<file path="config.mk">
export PLATFORM = sky130hd
export DESIGN_NAME = multi_server_priority_dispatch_top
export DESIGN_NICKNAME = d
export VERILOG_FILES = /design/src/hdl/mspd_pkg.sv /design/src/hdl/mspd_ram.sv /design/src/hdl/multi_server_priority_dispatch_top.sv
export VERILOG_INCLUDE_DIRS = /design/src /design/src/hdl
export SDC_FILE = /design/constraint.sdc
export NUM_CORES = 2
export LEC_CHECK = 0
export ABC_CLOCK_PERIOD_IN_PS = 18200
export BUFFER_PORTS_ARGS = -buffer_cell sky130_fd_sc_hd__clkbuf_2
export CORE_MARGIN = 2
export CORE_UTILIZATION = 67
export CTS_BUF_LIST = sky130_fd_sc_hd__clkbuf_16
export CTS_CLUSTER_DIAMETER = 50
export DETAILED_ROUTE_END_ITERATION = 8
export MAX_ROUTING_LAYER = met4
export PLACE_DENSITY = 0.94
export SLEW_MARGIN = 20
export SYNTH_ARGS = -nofsm -noshare
export SYNTH_HDL_FRONTEND = slang
export SYNTH_HIERARCHICAL = 1
export SYNTH_SLANG_ARGS = --single-unit
</file>
<file path="constraint.sdc">
create_clock -name clk -period 18.2 [get_ports clk]
set_input_delay 0.91 -clock clk [delete_from_list [all_inputs] [get_ports clk]]
set_output_delay 0.91 -clock clk [all_outputs]
set_load 0.02 [all_outputs]
</file>
<file path="src/hdl/multi_server_priority_dispatch_top_defines.svh">
// assertion macros for the dispatcher
`ifndef MULTI_SERVER_PRIORITY_DISPATCH_TOP_DEFINES_SVH
`define MULTI_SERVER_PRIORITY_DISPATCH_TOP_DEFINES_SVH
`ifndef SYNTHESIS
`define MSPD_ASSERT(label, clk, rst_n, prop, msg) \
	label: assert property (@(posedge clk) disable iff (!rst_n) prop) else $error(msg);
`define MSPD_ASSERT_NR(label, clk, prop, msg) \
	label: assert property (@(posedge clk) prop) else $error(msg);
`else
`define MSPD_ASSERT(label, clk, rst_n, prop, msg)
`define MSPD_ASSERT_NR(label, clk, prop, msg)
`endif
`endif

</file>
<file path="src/hdl/mspd_pkg.sv">
`timescale 1ns / 1ps
package mspd_pkg;
	localparam int TABLE_DEPTH = 16;
	localparam int SERVERS = 8;
	localparam int TW = $clog2(TABLE_DEPTH);
	localparam int SW = $clog2(SERVERS);
	localparam int CW = TW + 1;

	localparam logic [2:0] EV_ACCEPT = 3'd0;
	localparam logic [2:0] EV_REJECT = 3'd1;
	localparam logic [2:0] EV_DISPATCH = 3'd2;
	localparam logic [2:0] EV_DONE = 3'd3;
	localparam logic [2:0] EV_TICK = 3'd4;

	localparam logic REQ_ENQ = 1'b0;
	localparam logic REQ_TICK = 1'b1;

	typedef struct packed {
		logic req_type;
		logic [15:0] release_time;
		logic [15:0] run_length;
		logic [2:0] job_priority;
	} in_item_t;

	typedef struct packed {
		logic [2:0] event_kind;
		logic [2:0] server_index;
		logic [15:0] job_wait;
		logic [15:0] now_time;
		logic [15:0] worst_wait;
		logic [31:0] wait_sum;
		logic [15:0] done_count;
		logic [4:0] pending_jobs;
		logic last_of_run;
	} out_item_t;

	// job table word: arrival, service, priority, age
	localparam int JW = 16 + 16 + 3 + TW;
	typedef struct packed {
		logic [15:0] arrival;
		logic [15:0] service;
		logic [2:0] prio;
		logic [TW-1:0] age;
	} job_t;
endpackage

</file>
<file path="src/hdl/mspd_ram.sv">
`timescale 1ns / 1ps
module mspd_ram #(
	parameter int WIDTH = 8,
	parameter int DEPTH = 16
) (
	input  logic clk,
	input  logic we,
	input  logic [$clog2(DEPTH)-1:0] waddr,
	input  logic [WIDTH-1:0] wdata,
	input  logic [$clog2(DEPTH)-1:0] raddr,
	output logic [WIDTH-1:0] rdata
);
	logic [WIDTH-1:0] mem [DEPTH];

	// one write port, registered read
	always_ff @(posedge clk) begin
		if (we) mem[waddr] <= wdata;
		rdata <= mem[raddr];
	end
endmodule

</file>
<file path="src/hdl/multi_server_priority_dispatch_top.sv">
`timescale 1ns / 1ps
`include "multi_server_priority_dispatch_top_defines.svh"
// Priority dispatcher: jobs go into a 16-entry table held in a synchronous RAM
// and are handed to up to 8 servers on each tick. The result of an enqueue item
// is written to the output register as the item is taken. A tick first checks
// every built server for completion (end times held in a small RAM), then
// visits the servers in order; for each free active server it sweeps the table
// for the best arrived job, dispatches it and sweeps again to age the younger
// entries. When a sweep finds no arrived job, the remaining servers are skipped
// and the tick ends with its tick done item.
// Results leave one per cycle through an output register; the sequencer waits
// while it is stalled, and a new item is taken only when the tick has finished
// and the output register is free.
module multi_server_priority_dispatch_top (
	input  logic clk,
	input  logic arst_n,
	input  logic cfg_we,
	input  logic [3:0] cfg_data,
	input  logic in_valid,
	output logic in_stall,
	input  mspd_pkg::in_item_t in_item,
	output logic out_valid,
	input  logic out_stall,
	output mspd_pkg::out_item_t out_item
);
	localparam int TW = mspd_pkg::TW;
	localparam int SW = mspd_pkg::SW;
	localparam int CW = mspd_pkg::CW;
	localparam int TD = mspd_pkg::TABLE_DEPTH;
	localparam int NS = mspd_pkg::SERVERS;

	localparam logic [3:0] ST_IDLE = 4'd0;
	localparam logic [3:0] ST_ENQ = 4'd1;
	localparam logic [3:0] ST_CRD = 4'd2;
	localparam logic [3:0] ST_CCHK = 4'd3;
	localparam logic [3:0] ST_SRV = 4'd4;
	localparam logic [3:0] ST_SCAN = 4'd5;
	localparam logic [3:0] ST_DISP = 4'd6;
	localparam logic [3:0] ST_AGE = 4'd7;
	localparam logic [3:0] ST_TICK = 4'd8;

	logic [3:0] state_q;
	logic [3:0] cfg_q;
	logic [TD-1:0] valid_q;
	logic [NS-1:0] busy_q;
	logic [15:0] now_q, worst_q, done_q;
	logic [31:0] sum_q;
	logic [CW-1:0] held_q;
	logic [SW:0] srv_q;
	logic [CW-1:0] idx_q;
	logic rd_v_s1;
	logic [TW-1:0] rd_a_s1;
	logic found_q;
	logic [TW-1:0] best_q;
	mspd_pkg::job_t best_job_q;

	// job table ram
	logic jwe;
	logic [TW-1:0] jwa, jra;
	mspd_pkg::job_t jwd, jrd;
	mspd_ram #(.WIDTH(mspd_pkg::JW), .DEPTH(TD)) u_jobs (
		.clk(clk), .we(jwe), .waddr(jwa), .wdata(jwd), .raddr(jra), .rdata(jrd)
	);

	// server end time ram
	logic ewe;
	logic [SW-1:0] ewa, era;
	logic [16:0] ewd, erd;
	mspd_ram #(.WIDTH(17), .DEPTH(NS)) u_ends (
		.clk(clk), .we(ewe), .waddr(ewa), .wdata(ewd), .raddr(era), .rdata(erd)
	);

	// free slot search and active count
	logic [TW-1:0] free_slot;
	logic full;
	always_comb begin
		free_slot = '0;
		full = 1'b1;
		for (int i = TD - 1; i >= 0; i--) begin
			if (!valid_q[i]) begin
				free_slot = TW'(i);
				full = 1'b0;
			end
		end
	end
	logic [SW:0] active;
	always_comb begin
		if (cfg_q == 4'd0) active = (SW+1)'(1);
		else if ({1'b0, cfg_q} > 5'(NS)) active = (SW+1)'(NS);
		else active = (SW+1)'(cfg_q);
	end

	logic [15:0] wait_v;
	logic [32:0] sum_add;
	assign wait_v = now_q - best_job_q.arrival;
	assign sum_add = {1'b0, sum_q} + 33'(wait_v);

	logic emit_free;
	assign emit_free = !out_valid || !out_stall;
	assign in_stall = (state_q != ST_IDLE) || !emit_free;

	logic scan_hit;
	assign scan_hit = rd_v_s1 && valid_q[rd_a_s1] && jrd.arrival <= now_q &&
		(!found_q || jrd.prio > best_job_q.prio ||
		 (jrd.prio == best_job_q.prio && jrd.age < best_job_q.age));

	always_comb begin
		jwe = 1'b0;
		jwa = free_slot;
		jwd = '0;
		jra = idx_q[TW-1:0];
		ewe = 1'b0;
		ewa = srv_q[SW-1:0];
		ewd = 17'(now_q) + 17'(best_job_q.service);
		era = srv_q[SW-1:0];
		if (state_q == ST_IDLE && in_valid && !in_stall &&
			in_item.req_type == mspd_pkg::REQ_ENQ && !full) begin
			jwe = 1'b1;
			jwd.arrival = in_item.release_time;
			jwd.service = (in_item.run_length == 16'd0) ? 16'd1 : in_item.run_length;
			jwd.prio = in_item.job_priority;
			jwd.age = held_q[TW-1:0];
		end
		if (state_q == ST_DISP && emit_free) ewe = 1'b1;
		if (state_q == ST_AGE && rd_v_s1 && valid_q[rd_a_s1] &&
			jrd.age > best_job_q.age) begin
			jwe = 1'b1;
			jwa = rd_a_s1;
			jwd = jrd;
			jwd.age = jrd.age - TW'(1);
		end
	end

	// sequencer
	always_ff @(posedge clk or negedge arst_n) begin
		if (!arst_n) begin
			state_q <= ST_IDLE;
			cfg_q <= 4'd1;
			valid_q <= '0;
			busy_q <= '0;
			now_q <= '0;
			worst_q <= '0;
			done_q <= '0;
			sum_q <= '0;
			held_q <= '0;
			out_valid <= 1'b0;
			out_item <= '0;
			srv_q <= '0;
			idx_q <= '0;
			rd_v_s1 <= 1'b0;
			rd_a_s1 <= '0;
			found_q <= 1'b0;
			best_q <= '0;
			best_job_q <= '0;
		end else begin
			if (cfg_we) cfg_q <= cfg_data;
			if (out_valid && !out_stall) out_valid <= 1'b0;
			rd_v_s1 <= 1'b0;
			unique case (state_q)
				ST_IDLE: begin
					if (in_valid && !in_stall) begin
						if (in_item.req_type == mspd_pkg::REQ_ENQ) begin
							out_valid <= 1'b1;
							out_item <= '{event_kind: full ? mspd_pkg::EV_REJECT
								: mspd_pkg::EV_ACCEPT, server_index: 3'd0, job_wait: 16'd0,
								now_time: now_q, worst_wait: worst_q, wait_sum: sum_q,
								done_count: done_q, pending_jobs: 5'(held_q + CW'(!full)),
								last_of_run: 1'b1};
							if (!full) begin
								valid_q[free_slot] <= 1'b1;
								held_q <= held_q + CW'(1);
							end
						end else begin
							srv_q <= '0;
							state_q <= ST_CRD;
						end
					end
				end
				ST_CRD: begin
					if (srv_q == (SW+1)'(NS)) begin
						srv_q <= '0;
						state_q <= ST_SRV;
					end else state_q <= ST_CCHK;
				end
				ST_CCHK: begin
					if (busy_q[srv_q[SW-1:0]] && erd == 17'(now_q)) begin
						if (emit_free) begin
							busy_q[srv_q[SW-1:0]] <= 1'b0;
							out_valid <= 1'b1;
							out_item <= '{event_kind: mspd_pkg::EV_DONE,
								server_index: 3'(srv_q[SW-1:0]), job_wait: 16'd0,
								now_time: now_q, worst_wait: worst_q, wait_sum: sum_q,
								done_count: (done_q == 16'hFFFF) ? done_q : done_q + 16'd1,
								pending_jobs: 5'(held_q), last_of_run: 1'b0};
							if (done_q != 16'hFFFF) done_q <= done_q + 16'd1;
							srv_q <= srv_q + (SW+1)'(1);
							state_q <= ST_CRD;
						end
					end else begin
						srv_q <= srv_q + (SW+1)'(1);
						state_q <= ST_CRD;
					end
				end
				ST_SRV: begin
					if (srv_q >= active) state_q <= ST_TICK;
					else if (busy_q[srv_q[SW-1:0]]) srv_q <= srv_q + (SW+1)'(1);
					else begin
						idx_q <= '0;
						found_q <= 1'b0;
						state_q <= ST_SCAN;
					end
				end
				ST_SCAN: begin
					if (idx_q != CW'(TD)) begin
						rd_v_s1 <= 1'b1;
						rd_a_s1 <= idx_q[TW-1:0];
						idx_q <= idx_q + CW'(1);
					end
					if (scan_hit) begin
						found_q <= 1'b1;
						best_q <= rd_a_s1;
						best_job_q <= jrd;
					end
					if (idx_q == CW'(TD) && !rd_v_s1) begin
						state_q <= (found_q) ? ST_DISP : ST_TICK;
					end
				end
				ST_DISP: begin
					if (emit_free) begin
						out_valid <= 1'b1;
						out_item <= '{event_kind: mspd_pkg::EV_DISPATCH,
							server_index: 3'(srv_q[SW-1:0]), job_wait: wait_v,
							now_time: now_q,
							worst_wait: (wait_v >= worst_q) ? wait_v : worst_q,
							wait_sum: sum_add[32] ? 32'hFFFFFFFF : sum_add[31:0],
							done_count: done_q, pending_jobs: 5'(held_q - CW'(1)),
							last_of_run: 1'b0};
						if (wait_v >= worst_q) worst_q <= wait_v;
						sum_q <= sum_add[32] ? 32'hFFFFFFFF : sum_add[31:0];
						busy_q[srv_q[SW-1:0]] <= 1'b1;
						valid_q[best_q] <= 1'b0;
						held_q <= held_q - CW'(1);
						idx_q <= '0;
						state_q <= ST_AGE;
					end
				end
				ST_AGE: begin
					if (idx_q != CW'(TD)) begin
						rd_v_s1 <= 1'b1;
						rd_a_s1 <= idx_q[TW-1:0];
						idx_q <= idx_q + CW'(1);
					end
					if (idx_q == CW'(TD) && !rd_v_s1) begin
						srv_q <= srv_q + (SW+1)'(1);
						state_q <= ST_SRV;
					end
				end
				ST_TICK: begin
					if (emit_free) begin
						out_valid <= 1'b1;
						out_item <= '{event_kind: mspd_pkg::EV_TICK, server_index: 3'd0,
							job_wait: 16'd0,
							now_time: (now_q == 16'hFFFF) ? now_q : now_q + 16'd1,
							worst_wait: worst_q, wait_sum: sum_q, done_count: done_q,
							pending_jobs: 5'(held_q), last_of_run: 1'b1};
						if (now_q != 16'hFFFF) now_q <= now_q + 16'd1;
						state_q <= ST_IDLE;
					end
				end
				default: state_q <= ST_IDLE;
			endcase
		end
	end

	`MSPD_ASSERT(a_held_ok, clk, arst_n, held_q == CW'($countones(valid_q)),
		"held count mismatch")
	`MSPD_ASSERT(a_in_idle, clk, arst_n, (in_valid && !in_stall) |-> state_q == ST_IDLE,
		"item taken while busy")
	`MSPD_ASSERT(a_disp_frees, clk, arst_n,
		(state_q == ST_DISP && emit_free) |=> !valid_q[$past(best_q)],
		"dispatched entry still valid")
endmodule
</file>
Word-level counts from Yosys, hierarchy flattened:

Memory sizes are Yosys's and may differ from the RTL's. A register that Yosys moved wholly into a read port is not among the register bits.
Index checks and enable logic that the tools add are counted.
W data, S select, Z words.

* logic and storage cells: 271
* RAM bits: 760
* bits in registers: 284
* memories: 2
* output and inout port bits: 110

* reductions and logical operators: 54
* add/sub/neg operators: 11
* $lt $le $gt $ge: 14
* equal/unequal tests: 34
* bitwise operators: 7
* mux-type cells: 120

Memory list
* u_jobs.mem: depth 16, width 39, read ports 1, clocked after memory_dff 1, write ports 1, line mspd_ram.sv:13 `logic [WIDTH-1:0] mem [DEPTH];`
* u_ends.mem: depth 8, width 17, read ports 1, clocked after memory_dff 1, write ports 1, line mspd_ram.sv:13

Operators by type and width (number)
* $mux W108: 6
* $pmux W108 S4: 1
* $mux W4: 38
* $mux W16: 8
* $mux W39: 2
* $mux W5: 8
* $mux W1: 39
* $add A32 B16 Y33: 1
* $add A16 B1 Y16 const B: 2
* $eq A16 B16 Y1 const B: 2
* $mux W32: 1
* $ne A16 B16 Y1 const B: 2
* $pmux W16 S2: 1
* $pmux W4 S8: 1
* $ne A2 B2 Y1 const B: 13
* $mux W8: 3
* $pmux W4 S5: 1
* $logic_and A1 B1 Y1: 19
* $add A16 B16 Y17: 1
* $eq A17 B16 Y1: 1
* $and A16 B16 Y16: 1
* $eq A4 B3 Y1 const B: 4
* $ge A16 B16 Y1: 1
* $le A16 B16 Y1: 1
* other kinds (53): 83

Logic depth before layout (Yosys ltp):

* depth after elaboration: 25
* depth in mapped cells: 21
* gate-level depth less buffers: 20

Modules after synthesis:

Netlist, hierarchy kept.

By module, submodules not included
* mspd_ram (u_jobs): sequential area each 19518.7 sq um, cells each 1014, times used 1, area an instance 24185.7 sq um
* multi_server_priority_dispatch_top: sequential area each 7108.1 sq um, cells each 1831, times used 1, area an instance 17086.4 sq um
* mspd_ram (u_ends): sequential area each 4424.2 sq um, cells each 227, times used 1, area an instance 5599.1 sq um

Least setup slack after synthesis:

No wires, ideal clock.

* kind: reg2reg
* start point: register rd_a_s1[0]
* end point: memory u_jobs/mem[0][0] in the netlist's numbering, enable pin
* slack: 12.457 ns
* cell stages (with the launch flop): 10
* path buffers: 2
* arrival: 5.260 ns
* library setup time: 0.484 ns
* path through: dfrtp_1 > buf_2 > mux4_2 > mux4_2 > nand2_1 > nor3_1 > buf_2 > mux2_2 > or3b_2 > nor3_1

RTL lines
* start: declaration: line multi_server_priority_dispatch_top.sv:52 `logic [TW-1:0] rd_a_s1;`
* start signal: assignment: line multi_server_priority_dispatch_top.sv:216 `rd_a_s1 <= idx_q[TW-1:0];`
* start signal: assignment: line multi_server_priority_dispatch_top.sv:250 `rd_a_s1 <= idx_q[TW-1:0];`
* $bmux W1 S4: line multi_server_priority_dispatch_top.sv:125 `if (state_q == ST_AGE && rd_v_s1 && valid_q[rd_a_s1] &&`
* $mux W1 (not written as such): line multi_server_priority_dispatch_top.sv:125
* $logic_and A1 B1 Y1 (2 in a row): line multi_server_priority_dispatch_top.sv:125
* $mux W4: line multi_server_priority_dispatch_top.sv:125
* net jwa[2]: line multi_server_priority_dispatch_top.sv:59 `logic [TW-1:0] jwa, jra;`
* end: declaration: line mspd_ram.sv:13

The timed path passes the listed nets, and every way through them passes these cells. The select of a mux whose other input is x is not followed.

Final worst setup path:

* start point: register now_q[0]
* end point: register out_item[49] in the netlist's numbering

* word-level cells in the longest chain between the ends: 5

RTL lines
* start: declaration: line multi_server_priority_dispatch_top.sv:46 `logic [15:0] now_q, worst_q, done_q;`
* start signal: assignment: line multi_server_priority_dispatch_top.sv:266 `if (now_q != 16'hFFFF) now_q <= now_q + 16'd1;`
* $sub A16 B16 Y16: line multi_server_priority_dispatch_top.sv:95 `assign wait_v = now_q - best_job_q.arrival;`
* $add A32 B16 Y33: line multi_server_priority_dispatch_top.sv:96 `assign sum_add = {1'b0, sum_q} + 33'(wait_v);`
* $mux W32: line multi_server_priority_dispatch_top.sv:235 `wait_sum: sum_add[32] ? 32'hFFFFFFFF : sum_add[31:0],`
* $mux W108: line multi_server_priority_dispatch_top.sv:229 `if (emit_free) begin`
* $pmux W108 S4: line multi_server_priority_dispatch_top.sv:159 `unique case (state_q)`
* end signal: assignment: line multi_server_priority_dispatch_top.sv:164 `out_item <= '{event_kind: full ? mspd_pkg::EV_REJECT`
* end signal: assignment: line multi_server_priority_dispatch_top.sv:231 `out_item <= '{event_kind: mspd_pkg::EV_DISPATCH,`
* end signal: assignment: line multi_server_priority_dispatch_top.sv:261 `out_item <= '{event_kind: mspd_pkg::EV_TICK, server_index: 3'd0,`
* end: declaration: line multi_server_priority_dispatch_top.sv:24 `output mspd_pkg::out_item_t out_item`

Parallel ways exist; a longest one is shown, timed or not. The select of a mux whose other input is x is not followed.
A chain may end at the register's enable or synchronous reset.

==> flow_summary.ini <==
[outcome]
status = finished clean

[sta]
finClkSkew_ns = 0.08400
hold_violations = 0
maxSlewHeadroom = 0.2304
holdWs_ns = 0.2159
setup_tns_ns = 0
setup_viol = 0
max_freq_mhz = 181.4
fin_crit_sh = 0.3029
drv_slew = 0
rsz0062_at_grt = no
worstMarginPinSlew_ns = 1.151
period_needed_ns = 5.513

[placed_design]
placed_cell_area_um2 = 48700
place_hpwl_mm = 71.16
gp_congestion = 0.9406
io_buffers = 154

[critical_path]
critPathMaxFanout = 18
end_kind = flop
start_kind = flop
critPathKind = reg -> reg
cp.required_ns = 18.79
worstPathArrival_ns = 6.10

[global_routing]
grt_first_pass_wirelength_mm = 184.5
grt_util_met3 = 0.07251
grt_max_degree = 113
track_usage = 0.3614
grtUsageMet1 = 0.4476
grt_overflow_total = 0
grtUsageMet2 = 0.5804
grt_pass1_vias = 29650
grt-busiest-layer = met2
antenna_found_initial = 3

[job]
drv_cap = 0

[pwr]
worst_ir_drop_vdd_v = 0.0001133
power_w = 0.005695
cellLeakagePower_nw = 19.46
powerDensity_nw_per_um2 = 109.0

[synth]
syn_area_per_cell_um2 = 15.26
ys_warn_count = 6
ys_ff_latch = 1100
syn_inst = 3072
yosysSeqAreaShare = 0.6625
synth_ff_type = edfxtp_1
ys_async_sr_fraction = 0.2582
synth_area_um2 = 46870
synth_enable_flop_cells = 760
synth_nets = 3223
synth_cell_types = 96

[finish]
final_area_um2 = 52240
final_util = 0.7577
num-nets-final = 3397
multi_input_area_um2 = 14970
syn_to_final_growth_pct = 11.46
ff_latch_area_um2 = 31060
fillerInstances = 3732
drive_above_1_share = 0.2019

[drt]
wl_mm = 124.5
wl_per_cell_um = 29.13
drc = 0
route.vias.total = 29600
dr.pass1.iters = 8
drt_first_iter_violations = 4340
ant_nets = 0
via_per_inst = 6.925

[floorplan]
core_area_um2 = 68950
rows = 96
die_h_um = 268.5
floorplan.initialDensity = 0.6798
die-width_um = 268.5
pin_count = 155
dieArea_um2 = 72090

[clock_network]
htreeDepth = 3
cts_buffer_depth = 3
cts_tree = built
cts-hold-fix-buffers = 0
cts.sinks = 1100
path_clk_slew_ns = 0.07
cts-root-buf = clkbuf_16
postCtsResizedCells = 0
worst_skew_pair.late_latency_ns = 0.72
cts_setup_buffers = 0
cts-buffers-inserted = 107

[worst_hold_path]
hold_path.class = in -> async
## cell families after synthesis
group	synth area share
mux	0.1172
buf+inv	0.02224
xor+xnor	0.02149
flops	0.6625
fa+ha+maj	0.02878
simple gates	0.06556
compound gates	0.08227
## layout make-up
class,instances,area share
diodes,4,0.0001916
inverters,83,0.005963
flip-flops and latches,1100,0.5946
multi-input cells,1747,0.2866
repair buffers,207,0.02280
clock inverters,94,0.01585
clock buffers,108,0.05173
well taps,931,0.02230
## placed cells by master (no fill, tap or decap), types with 11 or more instances in the layout
master / n
a21o_1: 42
a21oi_1: 97
a22o_1: 48
a22oi_1: 79
a31oi_1: 22
and3_1: 15
buf_4: 52
bufinv_16: 12
clkbuf_16: 108
clkbuf_2: 153
clkinv_1: 24
clkinv_2: 16
dfrtp_1: 278
dfxtp_1: 56
edfxtp_1: 760
ha_1: 103
inv_1: 110
mux2_2: 79
mux2i_1: 11
mux4_1: 24
mux4_2: 171
nand2_1: 241
nand2b_1: 19
nand3_1: 52
nand4_1: 27
nor2_1: 142
nor2_4: 15
nor2b_1: 15
nor3_1: 41
o21a_1: 20
o21ai_0: 181
or3_1: 15
xnor2_1: 88
xor2_1: 27
## cells in the mapped netlist, types with 48 or more instances
| cell | count | area (um2) |
|---|---|---|
| inv_1 | 81 | 304.0 |
| o21ai_0 | 182 | 910.9 |
| xnor2_1 | 88 | 770.7 |
| nand3_1 | 52 | 260.3 |
| edfxtp_1 | 760 | 22820 |
| clkbuf_1 | 64 | 240.2 |
| nor2_1 | 156 | 585.6 |
| dfrtp_1 | 283 | 7082 |
| a21oi_1 | 97 | 485.5 |
| mux2_2 | 79 | 889.6 |
| dfxtp_1 | 56 | 1121 |
| a22o_1 | 48 | 420.4 |
| nor3_1 | 49 | 245.2 |
| nand2_1 | 241 | 904.6 |
| a22oi_1 | 79 | 593.1 |
| mux4_2 | 171 | 3851 |
| ha_1 | 103 | 1289 |
## per-layer routing
layer / vias to the layer above / wire length (um)
li1: 12230 / -
met1: 14720 / 42980
met2: 2151 / 61280
met3: 500 / 13400
met4: 0 / 6834
met5: - / 0
## metrics by stage
step | instances | worst slack [ns]
2_1_floorplan | 3072 | 12.46
3_3_place_gp | 4068 | 12.98
3_5_place_dp | 4068 | 12.79
4_1_cts | 4270 | 12.75
5_1_grt | 4272 | 12.28
6_report | 4274 | 12.69
## power by group
part	internal (W)	total [W]	leakage (nW)	switching, W
clock	0.00126	0.00223	1.83	0.000979
sequential	0.00275	0.00285	11.1	0.0000990
combinational	0.000202	0.000612	6.49	0.000410
## worst max-delay path, cell delays in order (launching register included)
cell      delay [ns]
dfrtp_1         0.52
inv_1           0.15
ha_1            0.18
inv_1           0.05
fa_1            0.42
a211oi_1        0.28
nor2_1          0.15
o211ai_1        0.25
nand4_1         0.14
a31o_2          0.27
a21oi_1         0.17
xnor2_1         0.27
ha_1            0.34
a21o_1          0.20
a21o_1          0.23
a31oi_1         0.46
nor4_4          0.22
nor2_1          0.65
a22oi_1         0.14
o221a_2         0.28
## sequential cells by signal, indices dropped and copies added, names as in the netlist, 16 cells and up, named ones only
signal / flops
u_ends/rdata: 17
done_q: 16
sum_q: 32
now_q: 16
out_item: 108
u_jobs/mem: 624
best_job_q: 39
worst_q: 16
u_jobs/rdata: 39
valid_q: 16
u_ends/mem: 136
## path summary, 6_finish.rpt
check | end | slack, ns | start | depth (start not counted)
max | out_item[49] | 12.69 | now_q[0] | 19
min | done_q[5] | 0.22 | arst_n | 1
max reg2reg | out_item[49] | 12.69 | now_q[0] | 19
min reg2reg | out_item[104] | 0.48 | out_item[104] | 2
max in group asynchronous | worst_q[3] | 15.76 | arst_n | 3
min in group clk | out_item[104] | 0.48 | out_item[104] | 2
Note: power is estimated with default switching activity, not from simulation.
